## src/design/bsd_pkg.sv

```systemverilog
// shared types, constants and bayer slot tables for the demosaic block
package bsd_pkg;

  localparam int MAX_WIDTH_DEF  = 4096;
  localparam int MAX_HEIGHT_DEF = 4096;

  localparam int DIM_W   = 13;
  localparam int RAW_W   = 16;
  localparam int PIX_W   = 8;
  localparam int POS_W   = 12;
  localparam int CFG_AW  = 3;
  localparam int NUM_W   = 20;
  localparam int DEN_W   = 12;
  localparam int QDEPTH  = 4;

  localparam logic [CFG_AW-1:0] REG_FRAME_WIDTH   = 3'd0;
  localparam logic [CFG_AW-1:0] REG_FRAME_HEIGHT  = 3'd1;
  localparam logic [CFG_AW-1:0] REG_BAYER_PATTERN = 3'd2;
  localparam logic [CFG_AW-1:0] REG_SAMPLE_FORMAT = 3'd3;
  localparam logic [CFG_AW-1:0] REG_STRETCH_LOW   = 3'd4;
  localparam logic [CFG_AW-1:0] REG_STRETCH_HIGH  = 3'd5;

  localparam logic [1:0] KIND_FOUR   = 2'd0;
  localparam logic [1:0] KIND_PAIR_V = 2'd1;
  localparam logic [1:0] KIND_PAIR_H = 2'd2;
  localparam logic [1:0] KIND_ONE    = 2'd3;

  typedef struct packed {
    logic [DIM_W-1:0] frame_width;
    logic [DIM_W-1:0] frame_height;
    logic [1:0]       bayer_pattern;
    logic             sample_format;
    logic [PIX_W-1:0] stretch_low;
    logic [PIX_W-1:0] stretch_high;
  } cfg_t;

  typedef struct packed {
    logic [PIX_W-1:0] red;
    logic [PIX_W-1:0] green;
    logic [PIX_W-1:0] blue;
    logic [POS_W-1:0] col;
    logic [POS_W-1:0] row;
    logic [1:0]       kind;
    logic             frame_end;
  } job_t;

  function automatic logic [1:0] red_slot(input logic [1:0] p);
    logic [1:0] s;
    case (p)
      2'd0:    s = 2'd1;
      2'd1:    s = 2'd0;
      2'd2:    s = 2'd2;
      default: s = 2'd3;
    endcase
    return s;
  endfunction

  function automatic logic [1:0] grn1_slot(input logic [1:0] p);
    return p[0] ? 2'd1 : 2'd0;
  endfunction

  function automatic logic [1:0] grn2_slot(input logic [1:0] p);
    return p[0] ? 2'd2 : 2'd3;
  endfunction

  function automatic logic [1:0] blu_slot(input logic [1:0] p);
    logic [1:0] s;
    case (p)
      2'd0:    s = 2'd2;
      2'd1:    s = 2'd3;
      2'd2:    s = 2'd1;
      default: s = 2'd0;
    endcase
    return s;
  endfunction

endpackage

```

## src/design/bsd_back.sv

```systemverilog
// back end: expands each job into its output pixel words
module bsd_back
  import bsd_pkg::*;
(
  input  logic        clk,
  input  logic        rst_n,
  input  logic        job_valid,
  output logic        job_ready,
  input  job_t        job,
  output logic        out_valid,
  input  logic        out_ready,
  output logic [47:0] out_data,
  output logic        out_last,
  output logic        out_fend
);

  job_t             cur_r, cur_nxt;
  logic             busy_r, busy_nxt;
  logic [1:0]       k_r, k_nxt;
  logic             ov_r, ov_nxt;
  logic [47:0]      od_r, od_nxt;
  logic             ol_r, ol_nxt;
  logic             of_r, of_nxt;
  logic             adv;
  logic [1:0]       k_last;
  logic [POS_W-1:0] wc, wr, cm1, rm1;

  assign adv       = !ov_r || out_ready;
  assign job_ready = !busy_r;
  assign cm1       = cur_r.col - 1'b1;
  assign rm1       = cur_r.row - 1'b1;

  always_comb begin
    k_last = 2'd0;
    wc     = cur_r.col;
    wr     = cur_r.row;
    case (cur_r.kind)
      KIND_FOUR: begin
        k_last = 2'd3;
        wc     = k_r[0] ? cur_r.col : cm1;
        wr     = k_r[1] ? cur_r.row : rm1;
      end
      KIND_PAIR_V: begin
        k_last = 2'd1;
        wr     = k_r[0] ? cur_r.row : rm1;
      end
      KIND_PAIR_H: begin
        k_last = 2'd1;
        wc     = k_r[0] ? cur_r.col : cm1;
      end
      default: k_last = 2'd0;
    endcase
  end

  always_comb begin
    cur_nxt  = cur_r;
    busy_nxt = busy_r;
    k_nxt    = k_r;
    ov_nxt   = ov_r;
    od_nxt   = od_r;
    ol_nxt   = ol_r;
    of_nxt   = of_r;
    if (adv) begin
      ov_nxt = busy_r;
      if (busy_r) begin
        od_nxt = {wr, wc, cur_r.blue, cur_r.green, cur_r.red};
        ol_nxt = (k_r == k_last);
        of_nxt = (k_r == k_last) && cur_r.frame_end;
        if (k_r == k_last) begin
          busy_nxt = 1'b0;
        end else begin
          k_nxt = k_r + 1'b1;
        end
      end
    end
    if (!busy_r && job_valid) begin
      cur_nxt  = job;
      busy_nxt = 1'b1;
      k_nxt    = 2'd0;
    end
  end

  always_ff @(posedge clk) begin
    if (!rst_n) begin
      busy_r <= 1'b0;
      ov_r   <= 1'b0;
    end else begin
      busy_r <= busy_nxt;
      ov_r   <= ov_nxt;
    end
    cur_r <= cur_nxt;
    k_r   <= k_nxt;
    od_r  <= od_nxt;
    ol_r  <= ol_nxt;
    of_r  <= of_nxt;
  end

  assign out_valid = ov_r;
  assign out_data  = od_r;
  assign out_last  = ol_r;
  assign out_fend  = of_r;

endmodule

```

## config.mk

```make
export PLATFORM = sky130hd
export DESIGN_NAME = bsd_back
export DESIGN_NICKNAME = d
export VERILOG_FILES = /design/src/design/bsd_pkg.sv /design/src/design/bsd_back.sv
export SDC_FILE = /design/constraint.sdc
export NUM_CORES = 1
export LEC_CHECK = 0
export BUFFER_PORTS_ARGS = -buffer_cell sky130_fd_sc_hd__buf_4
export CAP_MARGIN = 20
export CELL_PAD_IN_SITES_DETAIL_PLACEMENT = 0
export CELL_PAD_IN_SITES_GLOBAL_PLACEMENT = 2
export CORE_ASPECT_RATIO = 0.5
export CORE_UTILIZATION = 25
export DETAILED_ROUTE_END_ITERATION = 8
export PLACE_DENSITY_LB_ADDON = 0.1
export SYNTH_ARGS = -nofsm -noshare
export SYNTH_HDL_FRONTEND = slang
export SYNTH_SLANG_ARGS = --single-unit
```

## constraint.sdc

```tcl
create_clock -name clk -period 4.2 [get_ports clk]
set_input_delay 1.26 -clock clk [delete_from_list [all_inputs] [get_ports clk]]
set_output_delay 1.26 -clock clk [all_outputs]
set_load 0.01 [all_outputs]
```

=== Yosys cells after proc, flatten, opt, wreduce, memory -nomap -nowiden ===
Cells that the tools add are included.

* Register bits after elaboration: 105
* Bits of input ports: 55
* Output and inout port bits: 52
* Logic and storage cells: 41

* Add/subtract/negate cells: 3
* Eq/ne operators: 3
* Multiplexer cells: 10
* Bitwise logic cells: 1
* Reduce and logical (&&, ||, !) cells: 11

{| class="wikitable"
|+ Operators with widths
! operator !! count
|-
| 2-to-1 mux 12 bit || 4
|-
| case mux 12 bit (2 select lines) || 1
|-
| subtractor 12 x 1 -> 12 bit (second input constant) || 2
|-
| 2-to-1 mux 1 bit || 4
|-
| case mux 2 bit (2 select lines) || 1
|-
| OR reduction 2 bit || 2
|-
| AND reduction 3 bit || 1
|-
| adder 2 x 1 -> 2 bit (second input constant) || 1
|-
| == test 2 x 1 -> 1 bit (second input constant) || 1
|-
| == test 2 bit || 1
|-
| == test 2 bit (second input constant) || 1
|-
| logical AND 1 bit || 2
|-
| logical NOT 1 bit || 2
|-
| logical NOT 2 bit || 1
|-
| AND reduction 2 bit || 1
|-
| nonzero test 2 bit || 1
|-
| logical OR 1 bit || 1
|-
| NOT 1 bit || 1
|}

=== Logic depth before layout (Yosys ltp) ===
Gate-level depths: netlist of the first run.

* Word-level depth: 8
* Depth in mapped cells: 5
* Depth with buffers taken out: 5

=== Worst setup path after synthesis of the first run ===
Ideal clock, no wire load.

* Kind: in2reg
* From: input job_valid
* To: register cur_r[0] (netlist bit), enable pin
* Library setup time: 0.469 ns
* Arrival: 3.583 ns
* Required time: 3.731 ns
* Path slack: 0.148 ns
* Cell stages on the path: 1
* Buffers on the path: 0
* Cell sequence: nor2b_1

* Longest elaborated chain between the ends: 1

{| class="wikitable"
|+ Ends and longest elaborated chain
! item !! line !! RTL
|-
| start: declaration || bsd_back.sv:7 || <nowiki>input logic job_valid,</nowiki>
|-
| logical AND 1 bit || bsd_back.sv:76 || <nowiki>if (!busy_r && job_valid) begin</nowiki>
|-
| end signal: assignment || bsd_back.sv:91 || <nowiki>cur_r <= cur_nxt;</nowiki>
|-
| end: declaration || bsd_back.sv:17 || <nowiki>job_t cur_r, cur_nxt;</nowiki>
|}

No other way between the ends.
A chain may end at the register's enable or synchronous reset.

=== Worst setup path after layout of the first run ===
* From: register busy_r
* To: output job_ready

* Longest elaborated chain between the ends: 1

{| class="wikitable"
|+ Ends and longest elaborated chain
! item !! line !! RTL
|-
| start: declaration || bsd_back.sv:18 || <nowiki>logic busy_r, busy_nxt;</nowiki>
|-
| start signal: assignment || bsd_back.sv:88 || <nowiki>busy_r <= busy_nxt;</nowiki>
|-
| logical NOT 1 bit || bsd_back.sv:29 || <nowiki>assign job_ready = !busy_r;</nowiki>
|-
| end: declaration || bsd_back.sv:8 || <nowiki>output logic job_ready,</nowiki>
|}

No other way between the ends.

==> impl.org, run 1 <==
** Outcome
- The run finished with clean final reports.

** Critical path
- For the worst setup path, the data arrival time is 1000 ps.
- The worst setup path is captured at a primary output.
- Type of origin of the critical path :: flop
- Startpoint of the most critical setup path :: busy_r$_SDFFE_PN0P_
- In this run the critical register-to-register path is captured at out_data[35]$_DFFE_PP_.
- Along the worst path, the maximum fanout reaches 5.
- Worst setup path endpoint :: job_ready
- Worst reg-to-reg path cell count :: 4
- Worst-case register-to-register setup slack :: 2320 ps
- Type of the worst setup path :: reg2out
- Reg-to-reg startpoint :: cur_r[1]$_DFFE_PP_
- At the worst endpoint, the required time is 2940 ps.

** Yosys
- Combined area of all synthesized cells :: 3739 um^2
- Yosys printed 0 warnings.
- Post-synthesis cell count :: 198
- Unique cell type count in the Yosys netlist :: 31
- Post-synthesis net count :: 255
- Sequential-to-total area share from yosys stat :: 83.27%
- The synthesized design contains 105 register bits.
- Post-Synthesis Mean Instance Area :: 18.88 um^2

** STA
- Counting I/O delays and the setup requirement, the final critical path takes about 2300 ps.
- Unrepaired setup endpoints after global routing :: false
- Max Clk Rate :: 442.8 MHz
- WHS :: 416.6 ps
- The clock arrives with 4.204 ps of skew.
- Slew HR :: 52.49%
- Total count of hold-check failures in the final report :: 0
- Final cycle utilization of the critical path :: 53.77%
- Transition time of the tightest slew-check pin :: 712.6 ps
- In the final timing run, aggregate negative setup slack is 0 ps.
- The number of pins with negative max-slew slack in the final report came to 0.
- Setup violations remaining at the end of the flow were counted as 0.

** Finish
- Final core utilization :: 35.04%
- Cells with a size suffix above 1 make up 41.25% of the layout.
- Once layout is done, the placed cells without fillers occupy 5096 um^2.
- Layout-stage area growth over the synthesis result :: 36.31%
- Number of filler instances in the final layout :: around 1400
- Nets :: 372
- The number of antenna diodes in the final layout is 0.

** Floorplan
- For this design the top-level I/O count stands at between 100 and 150.
- DIE AREA :: 15480 um^2
- Overall die width :: 174.9 um
- Area of the placeable core :: 14550 um^2
- In this run the vertical extent of the chip is ~90 um.
- The floorplan has 31 rows.
- For this configuration, the core starts out at a cell density of roughly a quarter.

** Clock tree
- Gates resized during post-CTS repair numbered 0.
- For the worst-skew pair, the clock arrives at the later sink with an insertion delay of 330 ps.
- Clock tree synthesis selected as its root buffer the cell clkbuf_16.
- Post-CTS timing repair inserted 0 buffers for setup.
- Clock-pin slew reported for the worst setup and hold paths after clock tree synthesis :: around 70 ps
- Hold repair after CTS inserted 0 buffers.
- The clock tree synthesis step divided the H-tree into 3 levels.
- Counting along the longest clock path gives a buffer depth of 2.
- CTS saw 105 sinks.
- Clock tree from TritonCTS :: done
- Buffers inserted during clock tree synthesis total 9.

** Drt
- DR WL/cell :: 13.27 um
- Routed wire length :: approximately 6.9 mm
- Iter 0 DRT Violations :: 93
- For this run, design rule violations remaining after detail routing come to 0.
- Routed Antenna Nets :: 0
- Total via count in the routed design :: 1979
- For this run, the detailed router's first-pass iteration total came to 4.
- In the routed layout, each cell is associated on average with a via count of 3.820.

** Flow run
- Max-cap violations in this run came to 0.

** Place
- The placed instances occupy a cell area of between 4000 and 5000 um^2.
- Port buffering added 106 buffers.
- Final GP Congestion :: between 0.7 and 0.8
- Placed wire-length estimate after detailed placement :: 4.761 mm

** Pwr
- Leakage power total :: 1.911 nW
- The design draws 2.323 mW.
- Dividing total power by cell area gives a power density of 455.9 nW/um^2.
- Peak VDD IR :: 0.1703 mV

** GRT
- Overall routing resource usage :: 9.067%
- Number of global-route vias before repair :: 2054
- First-pass GRT wire length :: approximately 10 mm
- The total overflow left after global routing is 0.
- Antenna violations before repair :: 0
- Entering global routing, the biggest net connects between 50 and 60 pins.

** Hold path
- The path class of the tightest hold or removal check is reg2reg.
metrics by stage:
| stage | setup WS (ps) | instances |
|---|---|---|
| CTS | 1640 | 517 |
| finish | 1942 | 518 |
| floorplan | 147.8 | 198 |
| detailed placement | 1339 | 501 |
| global placement | 1399 | 501 |
| global route | 1842 | 518 |
registers in the layout, summed over array words and instances, names as in the netlist:
register	count
k_r	2
out_data	48
out_valid	1
out_fend	1
out_last	1
cur_r	51
busy_r	1
layer usage:
layer | part of all wire [%] | vias up | GRT usage, %
li1 | - | 978 | -
met1 | 43 | 953 | 10.69
met2 | 52 | 46 | 15.55
met3 | 4.6 | 2 | 3.436
met4 | 0.58 | 0 | 2.925
met5 | 0 | - | 0
Yosys cell counts:
| master | number | area, um^2 |
|---|---|---|
| mux2i_1 | 3 | 30.03 |
| nor2b_1 | 3 | 18.77 |
| nor2_1 | 9 | 33.78 |
| o41ai_1 | 1 | 8.760 |
| nand2b_1 | 1 | 6.260 |
| a21oi_1 | 3 | 15.01 |
| o221a_2 | 1 | 11.26 |
| or4_4 | 1 | 11.26 |
| buf_6 | 1 | 11.26 |
| xnor2_2 | 1 | 16.27 |
| nor3_2 | 1 | 10.01 |
| nor3b_1 | 2 | 15.01 |
| xor2_1 | 11 | 96.34 |
| nor3_1 | 5 | 25.02 |
| edfxtp_1 | 101 | 3033 |
| dfxtp_1 | 4 | 80.08 |
| buf_2 | 1 | 5.000 |
| or2_2 | 1 | 6.260 |
| nor4_1 | 4 | 25.02 |
| xnor2_1 | 10 | 87.58 |
| nand2_2 | 1 | 6.260 |
| and3_1 | 1 | 6.260 |
| ha_1 | 2 | 25.02 |
| nand3b_1 | 1 | 7.510 |
| o311a_1 | 1 | 10.01 |
| a21boi_0 | 1 | 7.510 |
| or3_1 | 1 | 6.260 |
| nand2_1 | 11 | 41.29 |
| nor4_4 | 1 | 21.27 |
| nand3_1 | 7 | 35.03 |
| inv_1 | 7 | 26.28 |
cell usage in the layout, fill, tap and decap left out, types with 2 or more instances in the layout:
cell | synthesis | layout
nor3_1 | 5 | 5
nor2b_1 | 3 | 2
clkbuf_16 | 0 | 9
nor2_1 | 9 | 9
mux2i_1 | 3 | 3
nor4_1 | 4 | 4
nor3b_1 | 2 | 2
ha_1 | 2 | 2
xor2_1 | 11 | 11
buf_4 | 0 | 107
clkinvlp_4 | 0 | 2
a21oi_1 | 3 | 3
clkinv_2 | 0 | 2
dfxtp_1 | 4 | 4
xnor2_1 | 10 | 10
inv_1 | 7 | 6
nand3_1 | 7 | 7
nand2_1 | 11 | 11
edfxtp_1 | 101 | 101
area by class of cell:
cell class                 count  area, um^2  area share, %
timing repair buffer         108       823.3          16.16
clock inverter                 7       70.07          1.375
inverter                       7       26.28         0.5156
tap                          198       247.7          4.861
sequential                   105        3113          61.09
clock buffer                   9       225.2          4.419
multi-input combinational     84       590.6          11.59
kinds of logic after synthesis:
family                     synth area share (%)
DFF                                       83.27
and+or+nand+nor                           7.363
xor gates and xnor gates                  5.355
buffers and inverters                     1.138
AOI/OAI and AO/OA                         1.406
muxes                                    0.8032
adders and majority gates                0.6692
worst max-delay path, stage by stage (launching register included):
cell	delay, ps
dfxtp_1	440
inv_1	80
buf_4	150
report_power, final:
group | internal, mW | switching (mW) | total (mW)
registers | 1.24 | 0.0384 | 1.28
clock network | 0.462 | 0.366 | 0.828
logic | 0.108 | 0.105 | 0.212
worst min-delay path by stage:
stage / startpoint / to / slack [ps] / depth (start not counted)
finish: cur_r[33]$_DFFE_PP_ / out_data[22]$_DFFE_PP_ / 420 / 0
global route: cur_r[40]$_DFFE_PP_ / out_data[13]$_DFFE_PP_ / 430 / 0
floorplan: cur_r[43]$_DFFE_PP_ / out_data[0]$_DFFE_PP_ / 400 / 0
global placement: cur_r[37]$_DFFE_PP_ / out_data[10]$_DFFE_PP_ / 400 / 0
detailed placement: cur_r[36]$_DFFE_PP_ / out_data[9]$_DFFE_PP_ / 410 / 0
CTS: cur_r[33]$_DFFE_PP_ / out_data[22]$_DFFE_PP_ / 420 / 0
No activity file was read; power rests on OpenSTA's default activity.
==> inputs of run 2 (changes only) <==
==> constraint.sdc (replaced) <==
create_clock -name clk -period 2.2 [get_ports clk]
set_input_delay 0.66 -clock clk [delete_from_list [all_inputs] [get_ports clk]]
set_output_delay 0.66 -clock clk [all_outputs]
set_load 0.01 [all_outputs]
==> impl.org, run 2 (same netlist as run 1, synthesis figures left out) <==
** Clock tree
- Maximum level of the CTS H-tree :: 3 (unchanged)
- The clock latency reported for the late side of the worst-skew pair was 340 ps (about the same).
- TritonCTS built the clock tree.
- The clock-pin slew on the worst setup and hold paths was 70 ps (about the same).
- The number of clock sinks was 105 (unchanged).
- Num CTS Buffers :: 9 (unchanged)
- The post-cts repair resize count was 0 (unchanged).
- Post-CTS setup buffer count :: 0 (unchanged)
- The clock tree buffer depth is 2 (unchanged).
- The tree is rooted in a clkbuf_16.
- The number of buffers added to fix hold violations after cts came to 0 (unchanged).

** Pwr
- The largest vdd supply drop was 0.3566 mV (+110%).
- Total power divided by cell area :: 873.8 nW/um^2 (+92%)
- The leakage component of the power is 1.929 nW (+0.96%).

** Finish
- The layout net count is 375 (+0.81%).
- The flip-flop count of the largest register after layout came to 51 (unchanged).
- Most common cell after layout, fill and taps aside :: buf_4
- Highest-count cells in the layout ignoring fill and taps :: buf_4 (110), edfxtp_1 (101), nand2_1 (11), xor2_1 (11), xnor2_1 (10)
- Antenna cell count :: 0 (unchanged)
- Fraction of layout instances using a drive strength above 1 :: 41.80% (+0.55 points)
- The non-filler instance count after layout is 521 (+0.58%).
- Largest register by flop count :: cur_r
- Layout-stage area growth over the synthesis result :: 37.18%

** Place
- The HPWL reported at the end of detailed placement was 5.036 mm (+5.8%).
- Port Buffer Count :: 106 (unchanged)
- Final GP Congestion :: 0.6934 (-4.9%)
- # placed instances :: 505 (+0.80%)

** Outcome
- The run finished with clean final reports.

** GRT
- First-pass GRT wire length :: 10.59 mm (+1.5%)
- The via count of the first global-routing pass is 2134 (+3.9%).
- Total global routing overflow :: 0 (unchanged)
- The initial antenna violation count came to 0 (unchanged).
- Overall routing resource usage :: 9.288% (+0.22 points)
- Largest net degree at the start of global routing :: 35 (-35%)

** Critical path
- WP data required :: 2290 ps (-650 ps)
- The arrival time at the worst endpoint is 1940 ps (+940 ps).
- Type of origin of the critical path :: flop
- The largest fanout on the critical path came to 6 (+1).
- The flop-to-flop setup slack came to 360 ps (-1960 ps).
- Setup crit end kind :: flop
- The critical path is of the reg2reg type.

** Floorplan
- Overall die width :: 174.9 um (unchanged)
- DIE AREA :: 15480 um^2 (unchanged)
- The top-level port count came to 107 (unchanged).
- Initial core utilization :: 25.70% (unchanged)
- Row count :: 31 (unchanged)
- Die Height :: 88.47 um (unchanged)
- The area of the core was 14550 um^2 (unchanged).

** STA
- Slew HR :: 70.72% (+18 points)
- Dividing the final minimum period by the clock period gives 83.71%.
- Setup repair after global routing left no endpoint under its margin.
- The worst path in the final design needs a cycle of 1842 ps, including I/O delays and setup.
- Max Slew Vio Count :: 0 (unchanged)
- Sum of negative setup slack :: 0 ps (unchanged)
- The number of failing hold endpoints at the final stage is 0 (unchanged).
- Largest clock skew in the final design :: 8.741 ps (+4.537 ps)
- The final setup violation count is 0 (unchanged).
- Timing would allow up to approximately 540 MHz.
- Transition time of the tightest slew-check pin :: 435.2 ps (-277.4 ps)

** Drt
- Number of design rule violations left after detail routing :: 0 (unchanged)
- Drt via density :: 3.846 (+0.68%)
- Iter 0 DRT Violations :: 92 (-1.1%)
- Total via count in the routed design :: 2004 (+1.3%)
- The number of optimization iterations in the first detailed-route pass is 4 (unchanged).
- Routed Antenna Nets :: 0 (unchanged)
- The mean routed wirelength per cell is 13.31 um (+0.31%).
- The final wirelength was 6.936 mm (+0.89%).

** Flow run
- Maximum capacitance violations :: 0 (unchanged)

** Hold path
- The min-delay analysis places its worst path in the category reg2reg.
run 2: cell types whose count changed in the layout (fill, tap and decap cells not counted):
cell and change:
clkinv_4 +2, buf_4 +3, inv_6 +1, inv_2 -1
clkinv_2 -1, clkinvlp_4 -1
run 2: path summary, 6_finish.rpt:
kind | endpoint | startpoint | cells after the start
worst max-delay path | out_data[35]$_DFFE_PP_ | cur_r[1]$_DFFE_PP_ | 4
worst min-delay path | out_data[17]$_DFFE_PP_ | cur_r[28]$_DFFE_PP_ | 0
worst max register to register | out_data[35]$_DFFE_PP_ | cur_r[1]$_DFFE_PP_ | 4
worst min register to register | out_data[17]$_DFFE_PP_ | cur_r[28]$_DFFE_PP_ | 0
run 2: worst max-delay path, stage by stage, from the launching register on:
cell and delay, ps:
edfxtp_1 490, nor3_2 300, nand3_1 200, or4_4 470
xnor2_2 140
run 2: report_power, final:
group / leakage, nW / switching, mW / internal, mW / total, mW
registers: 0.992 / 0.0715 / 2.37 / 2.45
clock network: 0.149 / 0.727 / 0.894 / 1.62
logic: 0.788 / 0.203 / 0.212 / 0.415
run 2: final cells by class:
cell class,instances,area (um^2)
Inverter,7,30.03
Clock inverter,7,76.32
Sequential cell,105,3113
Tap cell,198,247.7
Multi-Input combinational cell,84,590.6
Timing Repair Buffer,111,845.8
Clock buffer,9,225.2
Fill cell,1422,9417
run 2: metal layers:
| metal | vias up | global-route usage (%) | routed length [um] |
|---|---|---|---|
| met4 | 0 | 3.557 | 84 |
| met2 | 53 | 15.98 | 3489 |
| met3 | 8 | 3.222 | 304 |
| met5 | - | 0 | 0 |
| li1 | 982 | - | - |
| met1 | 961 | 10.90 | 3057 |
run 2: stage by stage:
stage          cell area [um^2]  setup WS, ps  power [mW]  hold WS, ps  util (%)
2_1_floorplan              3750         69.59       2.669        400.3         -
3_3_place_gp               4827         360.1       2.912        400.2     33.19
3_5_place_dp               4827         300.5       2.920        404.5     33.19
4_1_cts                    5129         313.6       4.561        415.6     35.26
5_1_grt                    5129         82.50       4.679        433.2     35.26
6_report                   5129         358.4       4.482        416.9     35.26
==> inputs of run 3 (changes only) <==
==> constraint.sdc (replaced) <==
create_clock -name clk -period 1.8 [get_ports clk]
set_input_delay 0.54 -clock clk [delete_from_list [all_inputs] [get_ports clk]]
set_output_delay 0.54 -clock clk [all_outputs]
set_load 0.01 [all_outputs]
==> impl.org, run 3 (same netlist as run 1, synthesis figures left out) <==
** Clock tree
- The clock-pin slew on the worst setup and hold paths came to 70 ps (about the same).
- Num CTS Buffers :: 9 (unchanged)
- The number of buffers added to fix hold violations after cts came to 0 (unchanged).
- The cell sitting at the root of the clock tree is a clkbuf_16.
- Clock tree from TritonCTS :: done
- The clock latency reported for the late side of the worst-skew pair was 340 ps (about the same).
- Clock Path Buffers :: 2 (unchanged)
- Maximum level of the CTS H-tree :: 3 (unchanged)
- The number of clock sinks came to 105 (unchanged).

** Pwr
- The power per cell area is 1026 nW/um^2 (+17%).
- The total power came to 5.371 mW (+20%).
- Peak VDD IR :: 0.3578 mV (+0.34%)
- Leakage power total :: 1.980 nW (+2.7%)

** STA
- The share of the clock period used by the worst path is 95.60% (+12 points).
- The smallest hold slack came to 370.2 ps (-46.78 ps).
- Total count of hold-check failures in the final report :: 0 (unchanged)
- Final setup violation count :: 0 (unchanged)
- The minimum period implied by the final worst setup slack came to 1721 ps (-120.8 ps).
- Max Slew Vio Count :: 0 (unchanged)
- The worst clock skew came to 6.401 ps (-2.340 ps).
- The achievable frequency came to 581.1 MHz (+7.0%).
- Slew HR :: 77.95% (+7.2 points)
- Unrepaired setup endpoints after global routing :: false
- The actual slew at the worst max-slew pin came to 327.7 ps (-107.5 ps).
- Sum of negative setup slack :: 0 ps (unchanged)

** GRT
- The global route total overflow was 0 (unchanged).
- Number of global-route vias before repair :: 2108 (-1.2%)
- The largest net degree at the start of global routing came to 40 (+14%).
- The total track usage came to 9.206% (-0.082 points).
- The global-route wire length before repair is 10.43 mm (-1.6%).
- Antenna violations before repair :: 0 (unchanged)

** Drt
- Routed wire length :: 6.842 mm (-1.4%)
- Iter 0 DRT Violations :: 94 (+2.2%)
- The mean routed wirelength per cell is 12.86 um (-3.4%).
- Number of design rule violations left after detail routing :: 0 (unchanged)
- Total via count in the routed design :: 2033 (+1.4%)
- The post-detailed-route via-to-cell ratio is 3.821 (-0.65%).
- The number of optimization iterations in the first detailed-route pass was 4 (unchanged).
- The final antenna-violating net count is 0 (unchanged).

** Finish
- The final standard cell utilization of the core came to 35.99% (+0.73 points).
- The ratio of cells with drive above 1 in the final layout was 45.81% (+4.0 points).
- Largest register by flop count :: cur_r
- Leaving out fill and tap cells, the most frequent cell in the layout is buf_4.
- Highest-count cells in the layout ignoring fill and taps :: buf_4 (120), edfxtp_1 (101), xor2_1 (11)
- The fill cell total of the finished layout came to 1411 (-0.77%).
- The layout net count was 386 (+2.9%).
- The flip-flop count of the largest register after layout came to 51 (unchanged).
- Layout-stage area growth over the synthesis result :: 40.03%
- Antenna cell count :: 0 (unchanged)
- Number of non-filler instances in the completed layout :: 532 (+2.1%)

** Critical path
- The worst setup path is of the reg2reg kind.
- Traced cell by cell, the critical path runs through nor4_4 > nand2_2 > or4_4 > xnor2_2.
- The critical path data required time came to 1890 ps (-400 ps).
- The largest stage delay on the critical path was 500 ps (about the same).
- Setup crit end kind :: flop
- The arrival time at the worst endpoint is 1810 ps (-130 ps).
- Critical path peak fanout :: 2 (-4)
- Master of the slowest instance on the critical path :: or4_4
- The worst setup path is launched from a flop.

** Floorplan
- The die height was 88.47 um (unchanged).
- The top-level port count was 107 (unchanged).
- The site row count came to 31 (unchanged).
- Initial core utilization :: 25.70% (unchanged)
- The width of the chip is 174.9 um (unchanged).
- DIE AREA :: 15480 um^2 (unchanged)
- Area of the placeable core :: 14550 um^2 (unchanged)

** Place
- The final estimated routing congestion in global placement was 0.7354 (+6.1%).
- # placed instances :: 515 (+2.0%)
- The HPWL reported at the end of detailed placement is 4.881 mm (-3.1%).
- Port Buffer Count :: 106 (unchanged)

** Flow run
- Maximum capacitance violations :: 0 (unchanged)

** Hold path
- Min-delay worst type :: in2reg

** Outcome
- The flow ran to the end, and the final reports show no timing, DRC or antenna violations.
==> run 3: cell count changes in the layout (fill, tap and decap cells not counted), moves of 2 or more <==
cell / delta
nor4_2: +2
nand2_1: -2
buf_4: +10
clkinvlp_4: +2
nor4_1: -2
==> run 3: stage by stage <==
stage / setup WS (ps) / cell area [um^2]
after global routing: 12.06 / 5235
after floorplan: -128.0 / 3769
after global placement: 87.27 / 4933
after detailed placement: 59.13 / 4933
after CTS: 39.93 / 5213
final: 79.21 / 5235
==> run 3: metal layers <==
| layer | routed length [um] | vias up | global-route usage, % | share of wire, % |
|---|---|---|---|---|
| met5 | 0 | - | 0 | 0 |
| met4 | 82 | 0 | 3.557 | 1.2 |
| met3 | 305 | 7 | 3.565 | 4.5 |
| met2 | 3308 | 52 | 15.62 | 48 |
| met1 | 3144 | 962 | 10.73 | 46 |
| li1 | - | 1012 | - | - |
==> run 3: timing repair <==
item                                    in CTS  in global routing
gates resized for setup                      0                  3
setup buffers                                0                  1
endpoints found under the setup margin       0                  3
==> run 3: path summary, 6_finish.rpt <==
path	start	endpoint	slack, ps	depth (start not counted)
worst min register to register	cur_r[50]$_DFFE_PP_	out_data[7]$_DFFE_PP_	420	0
worst max register to register	cur_r[21]$_DFFE_PP_	out_data[35]$_DFFE_PP_	80	4
worst max-delay path	cur_r[21]$_DFFE_PP_	out_data[35]$_DFFE_PP_	80	4
worst min-delay path	job[23]	cur_r[23]$_DFFE_PP_	370	1
==> run 3: critical path: cells and delay by family, from the launching register on <==
kind                      cells  cell delay [ps]
and+or+nand+nor               3              900
xor gates and xnor gates      1              140
DFF                           1              430
==> run 3: power by group <==
group	internal [mW]	switching, mW	total [mW]
Sequential	2.90	0.0817	2.98
Combinational	0.294	0.267	0.561
Clock	0.950	0.876	1.83
Total	4.15	1.22	5.37
==> run 3: layout make-up <==
class / instances / area (um^2) / area share [%]
clock buffers: 9 / 225.2 / 4.302
clock inverters: 7 / 53.80 / 1.028
inverters: 7 / 30.03 / 0.5736
multi-input cells: 84 / 624.3 / 11.93
flip-flops and latches: 105 / 3113 / 59.46
well taps: 198 / 247.7 / 4.732
repair buffers: 122 / 940.9 / 17.97
